File: config.mk
export PLATFORM = sky130hd
export DESIGN_NAME = keypad_code_lock_core
export DESIGN_NICKNAME = d
export VERILOG_FILES = /design/src/rtl/kcl_pkg.sv /design/src/rtl/kcl_cfg_regs.sv /design/src/rtl/kcl_key_scan.sv /design/src/rtl/kcl_entry_track.sv /design/src/rtl/keypad_code_lock_core.sv
export SDC_FILE = /design/constraint.sdc
export NUM_CORES = 1
export LEC_CHECK = 0
export BUFFER_PORTS_ARGS = -buffer_cell sky130_fd_sc_hd__buf_2
export CORE_MARGIN = 3
export CORE_UTILIZATION = 52
export DETAILED_ROUTE_END_ITERATION = 10
export PLACE_DENSITY = 0.76
export SYNTH_ARGS = -nofsm -noshare
export SYNTH_HDL_FRONTEND = slang
export SYNTH_SLANG_ARGS = --single-unit
File: constraint.sdc
create_clock -name clk -period 3.7 [get_ports clk]
set_clock_uncertainty 0.2 [all_clocks]
set_input_delay 0.185 -clock clk [delete_from_list [all_inputs] [get_ports clk]]
set_output_delay 0.185 -clock clk [all_outputs]
set_load 0.05 [all_outputs]
File: src/rtl/kcl_pkg.sv
// Shared types, constants and the key-to-symbol map for the keypad code lock.
package kcl_pkg;

  // Default values for the top-level parameters.
  localparam int NUM_KEYS_DEF     = 12;
  localparam int MAX_CODE_LEN_DEF = 16;

  // Fixed field widths.
  localparam int CODE_W      = 64;
  localparam int CODE_LEN_W  = 5;
  localparam int TIMEOUT_W   = 12;
  localparam int SYMBOL_W    = 4;
  localparam int COUNT_W     = 5;
  localparam int CFG_INDEX_W = 2;

  localparam logic [TIMEOUT_W-1:0] TIMEOUT_RESET = 12'd60;

  // Configuration register indexes.
  typedef enum logic [CFG_INDEX_W-1:0] {
    REG_CODE_SYMBOLS  = 2'd0,
    REG_CODE_LENGTH   = 2'd1,
    REG_TIMEOUT_TICKS = 2'd2
  } cfg_reg_t;

  typedef struct packed {
    logic [CODE_W-1:0]     code_symbols;
    logic [CODE_LEN_W-1:0] code_length;
    logic [TIMEOUT_W-1:0]  timeout_ticks;
  } cfg_t;

  // A detected key press from the scanner.
  typedef struct packed {
    logic                valid;
    logic [SYMBOL_W-1:0] symbol;
  } press_t;

  // One result per sample tick.
  typedef struct packed {
    logic                key_valid;
    logic [SYMBOL_W-1:0] key_symbol;
    logic [COUNT_W-1:0]  entered_count;
    logic                code_match;
    logic                buffer_cleared;
  } result_t;

  // Keypad wiring: pin index to symbol (digits, then star as 10 and hash as 11).
  // Pins twelve and above map to their own index.
  function automatic logic [SYMBOL_W-1:0] pin_symbol(input logic [3:0] pin);
    logic [SYMBOL_W-1:0] sym;
    case (pin)
      4'd0:    sym = 4'd10;
      4'd1:    sym = 4'd7;
      4'd2:    sym = 4'd4;
      4'd3:    sym = 4'd1;
      4'd4:    sym = 4'd0;
      4'd5:    sym = 4'd8;
      4'd6:    sym = 4'd5;
      4'd7:    sym = 4'd2;
      4'd8:    sym = 4'd11;
      4'd9:    sym = 4'd9;
      4'd10:   sym = 4'd6;
      4'd11:   sym = 4'd3;
      4'd12:   sym = 4'd12;
      4'd13:   sym = 4'd13;
      4'd14:   sym = 4'd14;
      4'd15:   sym = 4'd15;
      default: sym = 4'd0;
    endcase
    return sym;
  endfunction

endpackage

File: src/rtl/kcl_cfg_regs.sv
// Configuration register bank of the keypad code lock.
module kcl_cfg_regs (
  input  logic                            clk,
  input  logic                            rst,
  input  logic                            cfg_valid,
  output logic                            cfg_ready,
  input  logic [kcl_pkg::CFG_INDEX_W-1:0] cfg_index,
  input  logic [kcl_pkg::CODE_W-1:0]      cfg_data,
  output kcl_pkg::cfg_t                   cfg
);

  kcl_pkg::cfg_t regs;

  assign cfg_ready = 1'b1;
  assign cfg       = regs;

  // Writes to an index outside the register list are ignored.
  always_ff @(posedge clk) begin
    if (rst) begin
      regs.code_symbols  <= '0;
      regs.code_length   <= '0;
      regs.timeout_ticks <= kcl_pkg::TIMEOUT_RESET;
    end else if (cfg_valid && cfg_ready) begin
      if (cfg_index == kcl_pkg::REG_CODE_SYMBOLS) begin
        regs.code_symbols <= cfg_data;
      end
      if (cfg_index == kcl_pkg::REG_CODE_LENGTH) begin
        regs.code_length <= cfg_data[kcl_pkg::CODE_LEN_W-1:0];
      end
      if (cfg_index == kcl_pkg::REG_TIMEOUT_TICKS) begin
        regs.timeout_ticks <= cfg_data[kcl_pkg::TIMEOUT_W-1:0];
      end
    end
  end

endmodule

File: src/rtl/kcl_key_scan.sv
// Key press detector: new-edge detection, lowest-pin priority and symbol mapping.
module kcl_key_scan #(
  parameter int NUM_KEYS = kcl_pkg::NUM_KEYS_DEF
) (
  input  logic                clk,
  input  logic                rst,
  input  logic                advance,
  input  logic [NUM_KEYS-1:0] pins,
  output kcl_pkg::press_t     press
);

  localparam int KeyIdxW = (NUM_KEYS > 1) ? $clog2(NUM_KEYS) : 1;

  logic [NUM_KEYS-1:0] held_keys;
  logic [NUM_KEYS-1:0] held_keys_next;
  logic [NUM_KEYS-1:0] fresh;
  logic [NUM_KEYS-1:0] first_hot;
  logic [KeyIdxW-1:0]  key_idx;

  assign fresh     = pins & ~held_keys;
  // Isolate the lowest set bit.
  assign first_hot = fresh & (~fresh + NUM_KEYS'(1));

  always_comb begin
    key_idx = '0;
    for (int i = 0; i < NUM_KEYS; i++) begin
      if (first_hot[i]) begin
        key_idx = key_idx | KeyIdxW'(i);
      end
    end
  end

  // On a press, pins above the pressed one are forgotten so they can report
  // on a later tick.
  always_comb begin
    if (|fresh) begin
      held_keys_next = pins & (first_hot | (first_hot - NUM_KEYS'(1)));
    end else begin
      held_keys_next = pins;
    end
  end

  assign press.valid  = |fresh;
  assign press.symbol = (|fresh) ? kcl_pkg::pin_symbol(4'(key_idx)) : '0;

  always_ff @(posedge clk) begin
    if (rst) begin
      held_keys <= '0;
    end else if (advance) begin
      held_keys <= held_keys_next;
    end
  end

endmodule

File: src/rtl/kcl_entry_track.sv
// Entry sequence tracker: prefix compare against the code, count and idle timeout.
module kcl_entry_track #(
  parameter int MAX_CODE_LEN = kcl_pkg::MAX_CODE_LEN_DEF
) (
  input  logic             clk,
  input  logic             rst,
  input  logic             advance,
  input  kcl_pkg::press_t  press,
  input  kcl_pkg::cfg_t    cfg,
  output kcl_pkg::result_t result
);

  localparam logic [kcl_pkg::COUNT_W-1:0] MaxLen   = kcl_pkg::COUNT_W'(MAX_CODE_LEN);
  localparam logic [kcl_pkg::COUNT_W-1:0] CountSat = kcl_pkg::COUNT_W'(MAX_CODE_LEN + 1);

  logic [kcl_pkg::COUNT_W-1:0]   entry_count;
  logic [kcl_pkg::COUNT_W-1:0]   entry_count_next;
  logic                          prefix_ok;
  logic                          prefix_ok_next;
  logic [kcl_pkg::TIMEOUT_W-1:0] idle_ticks;
  logic [kcl_pkg::TIMEOUT_W-1:0] idle_ticks_next;
  logic [kcl_pkg::TIMEOUT_W-1:0] idle_inc;
  logic [kcl_pkg::SYMBOL_W-1:0]  want;
  logic                          len_ok;

  // Expected symbol at the current position; only used while the position
  // is below the maximum code length, so four index bits suffice.
  assign want     = cfg.code_symbols[{entry_count[3:0], 2'b00} +: kcl_pkg::SYMBOL_W];
  assign idle_inc = idle_ticks + kcl_pkg::TIMEOUT_W'(1);
  assign len_ok   = (cfg.code_length != '0) && (cfg.code_length <= MaxLen);

  always_comb begin
    entry_count_next      = entry_count;
    prefix_ok_next        = prefix_ok;
    idle_ticks_next       = idle_ticks;
    result.key_valid      = press.valid;
    result.key_symbol     = press.symbol;
    result.code_match     = 1'b0;
    result.buffer_cleared = 1'b0;
    if (press.valid) begin
      prefix_ok_next = prefix_ok && (entry_count < MaxLen) && (want == press.symbol);
      if (entry_count < CountSat) begin
        entry_count_next = entry_count + kcl_pkg::COUNT_W'(1);
      end
      result.code_match = prefix_ok_next && len_ok && (entry_count_next == cfg.code_length);
      idle_ticks_next   = '0;
    end else if (idle_ticks < cfg.timeout_ticks) begin
      idle_ticks_next = idle_inc;
      if (idle_inc == cfg.timeout_ticks) begin
        entry_count_next      = '0;
        prefix_ok_next        = 1'b1;
        result.buffer_cleared = 1'b1;
      end
    end
    result.entered_count = entry_count_next;
  end

  always_ff @(posedge clk) begin
    if (rst) begin
      entry_count <= '0;
      prefix_ok   <= 1'b1;
      idle_ticks  <= '0;
    end else if (advance) begin
      entry_count <= entry_count_next;
      prefix_ok   <= prefix_ok_next;
      idle_ticks  <= idle_ticks_next;
    end
  end

endmodule

File: src/rtl/keypad_code_lock_core.sv
// Keypad code lock: top level with input register, press logic and result register.
//
// Each input request on the pin channel (in_valid, in_stall, pin_levels) is one
// sample tick of the keypad pins. Every accepted request yields exactly one
// result request on the output channel (out_valid, out_stall and the five
// result fields), in order.
// A request accepted into the input register passes the press logic
// combinationally and is loaded into the result register once that register
// is empty or its current result is being taken.
// Throughput: one request per cycle unless the receiver stalls, set by the single
// registered pass through the press detector and entry tracker; the only feedback
// is the held-key, count, prefix and idle state, all updated in that same cycle.
// When the receiver stalls, the result register holds its request and the
// input register still takes one more request; after that in_stall rises
// until the result is taken.
// Configuration is written through cfg_valid/cfg_ready/cfg_index/cfg_data,
// always ready. The user must write it only while no request is in flight; the
// block does not enforce this. Indexes outside the three registers are ignored.
// Synchronous reset empties both registers, clears the held keys and the
// entry state, and loads the code registers with zero and the timeout with 60.
module keypad_code_lock_core #(
  parameter int NUM_KEYS     = kcl_pkg::NUM_KEYS_DEF,
  parameter int MAX_CODE_LEN = kcl_pkg::MAX_CODE_LEN_DEF
) (
  input  logic                            clk,
  input  logic                            rst,
  // Pin sample channel.
  input  logic                            in_valid,
  output logic                            in_stall,
  input  logic [NUM_KEYS-1:0]             pin_levels,
  // Result channel.
  output logic                            out_valid,
  input  logic                            out_stall,
  output logic                            key_valid,
  output logic [kcl_pkg::SYMBOL_W-1:0]    key_symbol,
  output logic [kcl_pkg::COUNT_W-1:0]     entered_count,
  output logic                            code_match,
  output logic                            buffer_cleared,
  // Configuration write channel.
  input  logic                            cfg_valid,
  output logic                            cfg_ready,
  input  logic [kcl_pkg::CFG_INDEX_W-1:0] cfg_index,
  input  logic [kcl_pkg::CODE_W-1:0]      cfg_data
);

  kcl_pkg::cfg_t    cfg;
  kcl_pkg::press_t  press;
  kcl_pkg::result_t step_result;
  kcl_pkg::result_t out_result;

  logic                pipe_valid;
  logic [NUM_KEYS-1:0] pipe_pins;
  logic                advance;

  // The registered sample moves on whenever the result register is empty or
  // its current request is being taken in this cycle.
  assign advance  = pipe_valid && (!out_valid || !out_stall);
  assign in_stall = pipe_valid && !advance;

  kcl_cfg_regs u_cfg_regs (
    .clk       (clk),
    .rst       (rst),
    .cfg_valid (cfg_valid),
    .cfg_ready (cfg_ready),
    .cfg_index (cfg_index),
    .cfg_data  (cfg_data),
    .cfg       (cfg)
  );

  kcl_key_scan #(
    .NUM_KEYS (NUM_KEYS)
  ) u_key_scan (
    .clk     (clk),
    .rst     (rst),
    .advance (advance),
    .pins    (pipe_pins),
    .press   (press)
  );

  kcl_entry_track #(
    .MAX_CODE_LEN (MAX_CODE_LEN)
  ) u_entry_track (
    .clk     (clk),
    .rst     (rst),
    .advance (advance),
    .press   (press),
    .cfg     (cfg),
    .result  (step_result)
  );

  // Input register control.
  always_ff @(posedge clk) begin
    if (rst) begin
      pipe_valid <= 1'b0;
    end else if (!in_stall) begin
      pipe_valid <= in_valid;
    end
  end

  // Input register payload.
  always_ff @(posedge clk) begin
    if (!in_stall && in_valid) begin
      pipe_pins <= pin_levels;
    end
  end

  // Result register control.
  always_ff @(posedge clk) begin
    if (rst) begin
      out_valid <= 1'b0;
    end else if (!out_valid || !out_stall) begin
      out_valid <= pipe_valid;
    end
  end

  // Result register payload.
  always_ff @(posedge clk) begin
    if (advance) begin
      out_result <= step_result;
    end
  end

  assign key_valid      = out_result.key_valid;
  assign key_symbol     = out_result.key_symbol;
  assign entered_count  = out_result.entered_count;
  assign code_match     = out_result.code_match;
  assign buffer_cleared = out_result.buffer_cleared;

  // A match can only come with a press.
  assert property (@(posedge clk) disable iff (rst)
    out_valid |-> (!code_match || key_valid))
    else $error("code match reported without a key press");

  // A timeout clear happens only on an idle tick and leaves an empty sequence.
  assert property (@(posedge clk) disable iff (rst)
    (out_valid && buffer_cleared) |-> (!key_valid && entered_count == '0))
    else $error("timeout clear with a press or a non-empty sequence");

  // The entered count never passes its saturation value.
  assert property (@(posedge clk) disable iff (rst)
    out_valid |-> (entered_count <= kcl_pkg::COUNT_W'(MAX_CODE_LEN + 1)))
    else $error("entered count beyond saturation");

  // The input side is held back only while a finished result waits.
  assert property (@(posedge clk) disable iff (rst)
    in_stall |-> (out_valid && out_stall && pipe_valid))
    else $error("input stalled without a waiting result");

endmodule
==> results.sh, run 1 <==
export IMPL_outcome="finished, final reports clean"
export IMPL_rsz0062_at_grt="false"
export IMPL_final_net_count=1058
export IMPL_n_antenna_cell=0
export IMPL_cp_required_ns=3.77
export IMPL_final_max_slew_viol_count=0
export IMPL_avgRoutedWirePerCell_um=15.9
export IMPL_cp_arrival_ns=3.55
export IMPL_std_cell_rows=41
export IMPL_drt_drc_violations_left=0
export IMPL_numClockSinks=137
export IMPL_syn_num_nets=903
export IMPL_initialDrtViolationCount=463
export IMPL_achievable_frequency_mhz=287
export IMPL_route_vias_total=6302
export IMPL_firstDrtPassIters=5
export IMPL_actual_transition_at_the_worst_max_transition_pin_ns=1.07
export IMPL_yosys_cell_types_count=62
export IMPL_port_buffers=96
export IMPL_antenna_violations_before_repair=0
export IMPL_hold_ws_ns=0.0908
export IMPL_grt_first_pass_wirelength_um=30100
export IMPL_postSynthRegisterBits=137
export IMPL_clkLatencyLatePin_ns=0.42
export IMPL_timing_hold_worst_path_depth=2
export IMPL_layout_area_overhead_vs_synth_pct=29.9
export IMPL_synth_edff_count=24
export IMPL_worst_r2r_path_depth=13
export IMPL_critical_path_reg2reg_startpoint="pipe_pins[4]"
export IMPL_yosys_most_used_dff="dfxtp_1"
export IMPL_grt_overflow=0
export IMPL_synth_async_sr_flop_share_pct=0
export IMPL_cpLargestDelayFamily="simple AND/OR/NAND/NOR gates"
export IMPL_floorplan_die_area_mm2=0.0144
export IMPL_critPathMaxFanout=7
export IMPL_critical_path_max_stage_delay_ns=0.50
export IMPL_setup_worst_path_end_class="flip-flop"
export IMPL_number_of_h_tree_levels=4
export IMPL_finalCritPeriodShare_pct=94.0
export IMPL_detail_route_antenna_nets=0
export IMPL_dp_hpwl_um=10900
export IMPL_cts_clk_slew_worst_paths_ns=0.06
export IMPL_leakagePower_nw=3.42
export IMPL_setup_viol=0
export IMPL_grt_max_degree=65
export IMPL_min_delay_start="rst"
export IMPL_synthCells=800
export IMPL_io_pins=98
export IMPL_drt_vias_per_instance=5.53
export IMPL_die_height_um=120
export IMPL_crit_buf_inv=2
export IMPL_worstSetupPathType="reg -> reg"
export IMPL_cp_slowest_cell="or3b_2"
export IMPL_hold_violations=0
export IMPL_mappedNetlistArea_mm2=0.00676
export IMPL_min_delay_path_class="in -> reg"
export IMPL_timing_critical_path_depth=13
export IMPL_powerDensity_mw_per_mm2=430
export IMPL_max_cap_violations=0
export IMPL_r2r_setup_slack_ns=0.22
export IMPL_syn_mean_instance_area_um2=8.45
export IMPL_cts_root_buffer_cell="clkbuf_16"
export IMPL_maxSlewHeadroom_pct=28.6
export IMPL_ys_warnings_count=0
export IMPL_finalCriticalPeriod_ns=3.48
export IMPL_wl_um=18100
export IMPL_initial_utilization_pct=53.3
export IMPL_start_kind="flip-flop"
export IMPL_grt_total_usage_pct=26.4
export IMPL_hold_end="u_cfg_regs.cfg[12]"
export IMPL_globalplace_congestion=0.855
export IMPL_grt_pass1_vias=6217
export IMPL_r2r_end="code_match"
export IMPL_drive_above_1_share_pct=18.3
export IMPL_ys_seq_area_share_pct=44.1
export IMPL_fin_setup_tns_ns=0
export IMPL_die_w_um=120
export IMPL_cts_made_buffers=17
export IMPL_power_ir_vdd_worst_uv=300
export IMPL_worstPathCellList="nand2b_1 > nand4_1 > buf_4 > or3b_2 > o311ai_1 > ha_1 > inv_1 > or3b_2 > a41o_1 > xnor2_1 > nor2_1 > nand4_1 > nor3_2"
export IMPL_core_region_area_mm2=0.0127
export IMPL_tritoncts="yes"
export IMPL_cts_buffer_depth=2
-- layer usage --
metal	vias to the layer above	global-route usage, %	wire [um]
met5	-	0	0
met4	0	11.1	518
met3	47	5.70	1060
met2	237	44.9	9030
met1	2945	32.5	7540
li1	3073	-	-
-- cell usage after synthesis (2+ instances only) --
master      n  area, um2
a211oi_1    2       15.0
a21oi_1   109        546
a22oi_1     2       15.0
a31oi_1     4       25.0
a32oi_1     2       17.5
and2_1      3       18.8
and3_1      3       18.8
buf_1       6       22.5
buf_2       4       20.0
buf_4       2       15.0
clkbuf_1   41        154
dfxtp_1   113       2260
edfxtp_1   24        721
ha_1       20        250
inv_1      28        105
mux2i_1     7       70.1
mux4_2     19        428
nand2_1   194        728
nand2b_1   12       75.1
nand3_1    16       80.1
nand3b_1    5       37.5
nand4_1     9       56.3
nand4b_1    4       35.0
nor2_1     46        173
nor2b_1    13       81.3
nor3_1     16       80.1
nor3b_1     3       22.5
nor4_1      4       25.0
o21a_1      2       15.0
o21ai_0    26        130
o32ai_1     3       26.3
o41ai_1     2       17.5
or2_2       3       18.8
or3_1       5       31.3
or3b_2      3       26.3
xnor2_1    10       87.6
xor2_1     10       87.6
-- cell usage in the layout, fill, tap and decap left out, drive strengths merged, types with 5 or more instances in the layout --
cell           n
nor3          17
buf          112
dlygate4sd3   78
nor2          46
nand3         16
a21oi        109
or3            5
edfxtp        24
mux4          19
dfxtp        113
inv           30
nand3b         5
nand2b        12
nor2b         13
nand4         10
mux2i          7
xnor2         10
clkbuf        23
ha            20
o21ai         26
xor2          10
nand2        194
-- logic make-up after synthesis --
family,share of synthesized area (%)
compound gates,14.1
xor+xnor,2.59
fa+ha+maj,3.70
buf+inv,4.76
flops,44.1
mux,7.37
other cells,0.0555
simple gates,23.3
-- how the worst max path moves through the flow --
stage | from | endpoint
6_report | pipe_pins[4] | code_match
5_1_grt | pipe_pins[6] | code_match
4_1_cts | pipe_pins[1] | code_match
3_5_place_dp | pipe_pins[1] | code_match
3_3_place_gp | pipe_pins[1] | code_match
2_1_floorplan | pipe_pins[5] | code_match
-- layout make-up --
cell class,instances,area (um2)
clock buffer,23,520
clock inverter,9,106
fill,960,3890
inverter,28,105
multi-input combinational,581,3470
sequential,137,2980
tap,172,215
timing repair buffer,190,1380
-- metrics by stage --
stage	std cells	worst slack [ns]	instance area [um2]	power (mW)	util (%)
floorplan	800	0.214	6760	1.84	-
global placement	1030	0.309	7370	1.95	58.1
detailed placement	1030	0.141	7370	1.96	58.1
CTS	1140	0.119	8770	3.77	69.2
global route	1140	0.00294	8780	3.88	69.3
finish	1140	0.221	8780	3.77	69.3
-- flip-flops by register name, indices dropped and copies added, names as in the netlist, 4 cells and up --
register	flops
u_key_scan.held_keys	12
u_cfg_regs.cfg	81
pipe_pins	12
entered_count	5
u_entry_track.entry_count	5
u_entry_track.idle_ticks	12
key_symbol	4
-- power breakdown --
| group | switching (mW) | internal (mW) | total, mW |
|---|---|---|---|
| Clock | 0.647 | 1.13 | 1.77 |
| Sequential | 0.0327 | 1.57 | 1.60 |
| Combinational | 0.214 | 0.185 | 0.399 |
-- what timing repair did --
item / in CTS / in global routing
setup buffers: 0 / 0
setup endpoints to repair: 0 / 1
endpoints found under the hold margin: 95 / 0
hold buffers: 78 / 0
gates resized for setup: 0 / 3
No activity file was read; power rests on OpenSTA's default activity.
==> run 2, diff against run 1 <==
- REMOVE_ABC_BUFFERS: unset -> 1
==> run 2 against run 1 <==
Net effect:
- clock power fell by 5%
- clock-buffer cell count rose by 1
- via count is 0.22% lower
- critical path type unchanged
- critical endpoint is now entered_count[2]
- highest routed layer unchanged
==> results.sh, run 2 (synthesis results as in run 1) <==
export IMPL_core_region_area_mm2=0.0127
export IMPL_fin_total_pwr_mw=3.68
export IMPL_placed_cells_incl_taps=1031
export IMPL_worst_r2r_path_depth=9
export IMPL_min_delay_start="rst"
export IMPL_dpl_instance_area_mm2=0.00737
export IMPL_hold_end="u_cfg_regs.cfg[13]"
export IMPL_cts_buffer_depth=2
export IMPL_start_kind="flip-flop"
export IMPL_grt_pass1_vias=6242
export IMPL_finalCritPeriodShare_pct=93.0
export IMPL_setup_worst_path_end_class="flip-flop"
export IMPL_drive_above_1_share_pct=18.0
export IMPL_number_of_h_tree_levels=4
export IMPL_powerDensity_mw_per_mm2=420
export IMPL_final_net_count=1060
export IMPL_outcome="finished, final reports clean"
export IMPL_leakagePower_nw=3.41
export IMPL_drt_drc_violations_left=0
export IMPL_std_cell_rows=41
export IMPL_route_vias_total=6288
export IMPL_detail_route_antenna_nets=0
export IMPL_grt_overflow=0
export IMPL_die_height_um=120
export IMPL_cts_made_buffers=17
export IMPL_min_delay_path_class="in -> reg"
export IMPL_max_cap_violations=0
export IMPL_wl_um=17800
export IMPL_drt_vias_per_instance=5.51
export IMPL_hold_violations=0
export IMPL_r2r_end="entered_count[2]"
export IMPL_largest_reg_flops=81
export IMPL_r2r_setup_slack_ns=0.26
export IMPL_tritoncts="yes"
export IMPL_dp_hpwl_um=10800
export IMPL_grt_first_pass_wirelength_um=29500
export IMPL_clkLatencyLatePin_ns=0.42
export IMPL_grt_max_degree=65
export IMPL_initial_utilization_pct=53.3
export IMPL_avgRoutedWirePerCell_um=15.6
export IMPL_fin_util_pct=69.1
export IMPL_port_buffers=96
export IMPL_die_w_um=120
export IMPL_grt_total_usage_pct=25.6
export IMPL_layout_cell_area_non_filler_mm2=0.00876
export IMPL_floorplan_die_area_mm2=0.0144
export IMPL_power_ir_vdd_worst_uv=313
export IMPL_top_register="u_cfg_regs.cfg"
export IMPL_post_cts_setup_buffer_count=0
export IMPL_cts_clk_slew_worst_paths_ns=0.06
export IMPL_io_pins=98
export IMPL_critical_path_reg2reg_startpoint="u_entry_track.idle_ticks[0]"
export IMPL_maxSlewHeadroom_pct=25.2
export IMPL_cts_root_buffer_cell="clkbuf_16"
export IMPL_mostFrequentLayoutCell="nand2_1"
export IMPL_critPathMaxFanout=8
export IMPL_setup_viol=0
export IMPL_timing_hold_worst_path_depth=2
export IMPL_hold_ws_ns=0.0599
export IMPL_finalCriticalPeriod_ns=3.44
export IMPL_layout_area_overhead_vs_synth_pct=29.6
export IMPL_achievable_frequency_mhz=291
export IMPL_n_antenna_cell=0
export IMPL_final_fill_count=953
export IMPL_globalplace_congestion=0.884
export IMPL_worstSetupPathType="reg -> reg"
export IMPL_numClockSinks=137
export IMPL_antenna_violations_before_repair=0
export IMPL_firstDrtPassIters=6
export IMPL_multi_input_area_mm2=0.00346
export IMPL_final_cell_mix="194 x nand2_1, 113 x dfxtp_1, 109 x a21oi_1"
export IMPL_rsz0062_at_grt="false"
export IMPL_final_seq_area_mm2=0.00298
export IMPL_initialDrtViolationCount=525
export IMPL_instances_no_fill=1141
export IMPL_cp_required_ns=3.67
export IMPL_cp_arrival_ns=3.41
export IMPL_final_max_slew_viol_count=0
export IMPL_actual_transition_at_the_worst_max_transition_pin_ns=1.12
## run 2: worst max-delay path: stages (launching register included)
cell,delay [ns]
dfxtp_1,0.44
ha_2,0.29
and3_1,0.19
nand3_1,0.20
or4b_2,0.66
o2111ai_1,0.12
nand4_1,0.12
or3_1,0.47
and2_4,0.21
a211o_1,0.28
## run 2: layout make-up
type,instances,area share (%)
Inverter,28,1.20
Timing Repair Buffer,192,16.0
Sequential cell,137,34.1
Clock buffer,24,5.74
Multi-Input combinational cell,581,39.5
Tap cell,172,2.46
Clock inverter,7,1.01
## run 2: timing repair
| item | CTS | global route |
|---|---|---|
| endpoints found under the hold margin | 95 | 0 |
| resized for setup | 0 | 2 |
| endpoints found under the setup margin | 0 | 3 |
| hold buffers | 79 | 0 |
## run 2: how the worst max path moves through the flow
stage,startpoint,to,slack (ns),depth (start not counted)
3_5_place_dp,pipe_pins[1],code_match,0.15,12
2_1_floorplan,cfg_index[0],u_cfg_regs.cfg[17],-0.48,3
5_1_grt,pipe_pins[1],code_match,0.03,12
6_report,u_entry_track.idle_ticks[0],entered_count[2],0.26,9
3_3_place_gp,pipe_pins[1],code_match,0.23,12
4_1_cts,pipe_pins[1],code_match,0.14,12
## run 2: metrics by stage
step | setup slack (ns) | TNS (ns)
6_report | 0.259 | 0
5_1_grt | 0.0287 | 0
4_1_cts | 0.144 | 0
3_5_place_dp | 0.154 | 0
3_3_place_gp | 0.226 | 0
2_1_floorplan | -0.477 | -30.58
## run 2: where the power goes
part           switching (mW)  leakage (nW)  internal [mW]
combinational           0.201          1.97          0.184
sequential             0.0394          1.14           1.57
clock                   0.609         0.295           1.08
total                   0.850          3.41           2.83
## run 2: routing by layer
layer	part of all wire (%)	vias up	global-route usage, %
li1	-	3081	-
met1	42	2911	32.2
met2	49	256	42.5
met3	6.5	40	5.33
met4	2.4	0	11.2
met5	0	-	0
